`src/plt_pkg.sv`:
```
package plt_pkg;

  localparam int DATA_W = 32;
  localparam int CMD_W  = 3;

  typedef enum logic [CMD_W-1:0] {
    CMD_INSERT = 3'd0,
    CMD_DELETE = 3'd1,
    CMD_GET    = 3'd2,
    CMD_PRIOR  = 3'd3,
    CMD_NEXT   = 3'd4,
    CMD_CLEAR  = 3'd5
  } cmd_e;

  typedef enum logic [1:0] {
    OP_HOLD,
    OP_INSERT,
    OP_DELETE,
    OP_ROTATE
  } cell_op_e;

  typedef enum logic [1:0] {
    ST_IDLE,
    ST_SWEEP,
    ST_FINISH
  } state_e;

endpackage

```
`src/plt_cell.sv`:
```
module plt_cell #(
  parameter int IDX_W = 6,
  parameter int IDX   = 0
) (
  input  logic                          clk_i,
  input  plt_pkg::cell_op_e             op_i,
  input  logic [IDX_W-1:0]              sel_i,
  input  logic [plt_pkg::DATA_W-1:0]    value_i,
  input  logic [plt_pkg::DATA_W-1:0]    left_i,
  input  logic [plt_pkg::DATA_W-1:0]    right_i,
  output logic [plt_pkg::DATA_W-1:0]    entry_o
);

  localparam logic [IDX_W-1:0] MyIdx = IDX_W'(IDX);

  logic [plt_pkg::DATA_W-1:0] entry_q, entry_d;

  always_comb begin
    entry_d = entry_q;
    case (op_i)
      plt_pkg::OP_INSERT: begin
        if (MyIdx == sel_i) begin
          entry_d = value_i;
        end else if (MyIdx > sel_i) begin
          entry_d = left_i;
        end
      end
      plt_pkg::OP_DELETE: begin
        if (MyIdx >= sel_i) begin
          entry_d = right_i;
        end
      end
      plt_pkg::OP_ROTATE: entry_d = right_i;
      default:            entry_d = entry_q;
    endcase
  end

  always_ff @(posedge clk_i) begin
    entry_q <= entry_d;
  end

  assign entry_o = entry_q;

endmodule
```
`config.mk`:
```
export PLATFORM = sky130hd
export DESIGN_NAME = plt_cell
export DESIGN_NICKNAME = d
export VERILOG_FILES = /design/src/plt_pkg.sv /design/src/plt_cell.sv
export SDC_FILE = /design/constraint.sdc
export NUM_CORES = 1
export LEC_CHECK = 0
export BUFFER_PORTS_ARGS = -buffer_cell sky130_fd_sc_hd__buf_4
export CAP_MARGIN = 20
export CELL_PAD_IN_SITES_DETAIL_PLACEMENT = 1
export CELL_PAD_IN_SITES_GLOBAL_PLACEMENT = 2
export CORE_AREA = 2 2 97 99
export CTS_CLUSTER_SIZE = 20
export DETAILED_ROUTE_END_ITERATION = 7
export DIE_AREA = 0 0 99 101
export HOLD_SLACK_MARGIN = 0.06
export PLACE_DENSITY = 0.79
export SKIP_LAST_GASP = 1
export SYNTH_ARGS = -nofsm -noshare
export SYNTH_HDL_FRONTEND = slang
export SYNTH_SLANG_ARGS = --single-unit
```
`constraint.sdc`:
```
create_clock -name clk_i -period 2.7 [get_ports clk_i]
set_input_delay 0.405 -clock clk_i [delete_from_list [all_inputs] [get_ports clk_i]]
set_output_delay 0.405 -clock clk_i [all_outputs]
set_load 0.01 [all_outputs]
```
Word level (Yosys, flattened, before mapping)
Index checks and enable logic that the tools add are counted.

storage, ports and cells
  logic and storage cells = 15
  memories kept = 0
  bits in latches = 0
  register bits = 32
  memory bits (writable) = 0
  output and inout port bits = 32
  memory bits (read-only) = 0
  input port bits = 105

operators by class
  bitwise gates (word level) = 0
  muxes and demuxes = 4
  equal/unequal tests = 5
  $add $sub $neg = 0
  shift operators = 0
  div/mod/pow operators = 0
  multipliers = 0
  $lt $le $gt $ge = 2
  reductions and logical operators = 3

operator list
  kind                                                                            count
  32-bit two-way mux                                                              3
  32-bit one-hot mux with 3 select lines                                          1
  1-bit by 6-bit >= comparator with 1-bit output, first input constant            1
  1-bit by 6-bit greater-than comparator with 1-bit output, first input constant  1
  6-bit logical NOT                                                               1
  2-bit == test, second input constant                                            2
  3-bit inequality test, second input constant                                    1
  3-bit AND reduction                                                             1
  3-bit nonzero test                                                              1
  2-bit by 1-bit == test with 1-bit output, second input constant                 1
  2-bit inequality test, second input constant                                    1

Longest topological paths before layout
  depth in word-level cells = 4
  gate-level depth with buffers = 4
  mapped depth without buffers = 3

Worst setup path after synthesis
OpenSTA, ideal clock, no wires.

  path kind = input to register
  start point = input port sel_i[5]
  end point = register entry_q, in the netlist entry_o[0] (enable)
  buffers on the path = 0
  data required time = 2307 ps
  arrival = 1974 ps
  setup time = 393 ps
  setup slack = 333 ps
  cell stages on the path = 3
  cells stage by stage = or4_4 nor2_1 maj3_1

between the ends
  longest elaborated chain between the ends = 3
  elaborated cells between the ends (all ways) = 6
  classes of those cells = 2 x order compare; 2 x eq/ne; 2 x reduce/logical

RTL lines
  item                                                                              line            RTL
  from (decl)                                                                       plt_cell.sv:7   input logic [IDX_W-1:0] sel_i,
  1-bit by 6-bit greater-than comparator with 1-bit output (tied with other cells)  plt_cell.sv:24  end else if (MyIdx > sel_i) begin
  3-bit inequality test (no line) / 2-bit inequality test (equally long branches)   --
  3-bit AND reduction (no line) (*)                                                 --
  to (signal assigned)                                                              plt_cell.sv:39  entry_q <= entry_d;
  to (decl)                                                                         plt_cell.sv:16  logic [plt_pkg::DATA_W-1:0] entry_q, entry_d;

Mark *: on every way between the ends. The rest lies on a longest branch, timed or not.
A chain may end at the register's enable or synchronous reset.

Final worst setup path
  start point = input port sel_i[5]
  end point = register entry_q, in the netlist entry_o[17] (enable)

The elaborated chain is that of the path after synthesis.

==> flow_metrics.tcl <==
set metrics [dict create \
    status "finished, final reports clean" \
    synth_top_family_by_area "compound AO/OA/AOI/OAI gates" \
    syn_to_final_growth_pct 64.6 \
    cpMostUsedCell "buf_4" \
    synthTopCellsByArea "edfxtp_1 (52%), a31oi_1 (11%), nor2b_1 (11%)" \
    wirelength_um 6840 \
    grt_usage_pct 13.5 \
    yosysWarnings 0 \
    synth_cells 185 \
    post_cts_resized 0 \
    required_ns 2.66 \
    drt-initial-drc-count 54 \
    cts_setup_buffers 0 \
    hold_class "in2reg" \
    period_share_pct 63.5 \
    fin_cells 427 \
    cts_hold_buf 0 \
    synth_largest_area_cell "edfxtp_1" \
    synth-compound-area-share_pct 28.6 \
    cts_inserted_buffers 5 \
    async_reset_ff_share_pct 0 \
    grt_start_max_net_pins 66 \
    synth_top_area_share_pct 52.1 \
    ant_nets 0 \
    grt-ovfl-total 0 \
    std_cell_rows 35 \
    die_w_um 99 \
    routed_wire_length_per_instance_um 16.0 \
    final_cell_area_um2 3030 \
    cts_root_buf "clkbuf_8" \
    htreeDepth 2 \
    synth_mux_area_share_pct 0 \
    setup_viol 0 \
    p_leak_nw 1.24 \
    rsz0062_at_grt "false" \
    gp_congestion 0.741 \
    finalNetCount 420 \
    synth-adder-area-share_pct 0.543 \
    dp.cells 419 \
    arrival_ns 1.67 \
    ys_seq_area_share_pct 52.1 \
    drt-pass1-iter-count 4 \
    hold_ws_ns 0.450 \
    clk_path_buf_depth 2 \
    cp-start-kind "input port" \
    drc_errors 0 \
    core_um2 8980 \
    start_util_pct 20.5 \
    fmax_mhz 584 \
    num_antenna_cells 0 \
    synth_edf_count 32 \
    ys_seq_elements 32 \
    path_cells "buf_4 -> or4_4 -> nor2_1 -> maj3_2 -> buf_4" \
    slowest_delay_ns 0.55 \
    utilization_pct 33.8 \
    port_buffers 136 \
    antenna_found_initial 0 \
    die_h_um 101 \
    hpwl_um 4920 \
    synth_nets 290 \
    cts_tree "done" \
    post_drt_via_cell_ratio 4.66 \
    min_period_ns 1.71 \
    grt_pass1_vias 2108 \
    power_density_nw_per_um2 419 \
    cp_max_fo 15 \
    peakVddDrop_v 0.000143 \
    dpl_cell_area_um2 2950 \
    clk_pin_slew_ns 0.06 \
    cts.sinks 32 \
    drive_gt1_share_pct 48.4 \
    tightest_slew_ns 0.587 \
    timing.setup.tns_ns 0 \
    grt_pass1_wl_um 10600 \
    largest_register_ffs 32 \
    criticalPathCategory "in2reg" \
    die_area_um2 10000 \
    synth_area_um2 1840 \
    synth_cell_types 15 \
    final_max_slew_viol_count 0 \
    endpoint_kind "flop" \
    synth_simple_gate_area_share_pct 13.4 \
    avgSynthCellArea_um2 9.96 \
    synth_xor_area_share_pct 0 \
    cpMaxStageDelayCell "or4_4" \
    finalHoldViolations 0 \
    num_vias 1991 \
    synthTopCellsByCount "a21oi_1 (32), a31oi_1 (32), edfxtp_1 (32), nor2b_1 (32), o21ai_1 (28)" \
    maxCapViolations 0 \
    filler_cell_count 1078 \
    io_pins 137 \
    slew_headroom_pct 60.9 \
    synth_ff_type "edfxtp_1" \
]
[layout by cell type, fill, tap and decap left out]
| cell | instances |
|---|---|
| buf_4 | 142 |
| a31oi_1 | 32 |
| nor2b_1 | 32 |
| a21oi_1 | 32 |
| edfxtp_1 | 32 |
| o21ai_1 | 28 |
| clkbuf_8 | 5 |
| o21ai_2 | 2 |
| o21ai_0 | 2 |
| clkbuf_1 | 2 |
| or4_4 | 1 |
| or2_1 | 1 |
| nor4_4 | 1 |
| nor2_2 | 1 |
| nor2_1 | 1 |
| maj3_2 | 1 |
| clkinv_1 | 1 |
[report_power, final]
group	internal (W)	switching, W	total (W)
combinational	0.000184	0.000142	0.000325
sequential	0.000595	0.0000112	0.000607
clock	0.000179	0.000161	0.000340
[final cells by class]
type / instances / area [µm²] / area share [%]
repair buffers: 142 / 1070 / 35.1
flip-flops and latches: 32 / 961 / 31.7
multi-input cells: 134 / 788 / 26.0
well taps: 111 / 139 / 4.58
clock buffers: 7 / 76.3 / 2.52
clock inverters: 1 / 3.75 / 0.124
[kinds of logic after synthesis]
family,count (synthesis)
AND/OR/NAND/NOR,37
AO/OA/AOI/OAI,96
flip-flops,32
adder cells (fa/ha/maj),1
buffers and inverters,19
[worst max-delay path: cells and delay by family]
family,cells,cell delay (ns)
buffers and inverters,2,0.37
AND/OR/NAND/NOR,2,0.68
adder cells (fa/ha/maj),1,0.21
[through the flow]
stage | total power [W] | setup WS, ns
2_1_floorplan | 0.000738 | 0.333
3_3_place_gp | 0.000942 | 0.699
3_5_place_dp | 0.000949 | 0.685
4_1_cts | 0.00131 | 0.992
5_1_grt | 0.00135 | 0.937
6_report | 0.00127 | 0.987
[path summary, 6_finish.rpt]
check / startpoint / end / slack [ns] / depth (start not counted)
max: sel_i[5] / entry_o[17]$_DFFE_PP_ / 0.99 / 5
min: right_i[9] / entry_o[9]$_DFFE_PP_ / 0.45 / 3
[routing by layer]
metal	vias to the layer above	global-route usage (%)	share of wire, %
met4	0	4.11	0.85
met3	4	3.40	8.0
li1	964	-	-
met2	91	23.4	49
met5	-	0	0
met1	932	16.5	42
Note: power is estimated with default switching activity, not from simulation.
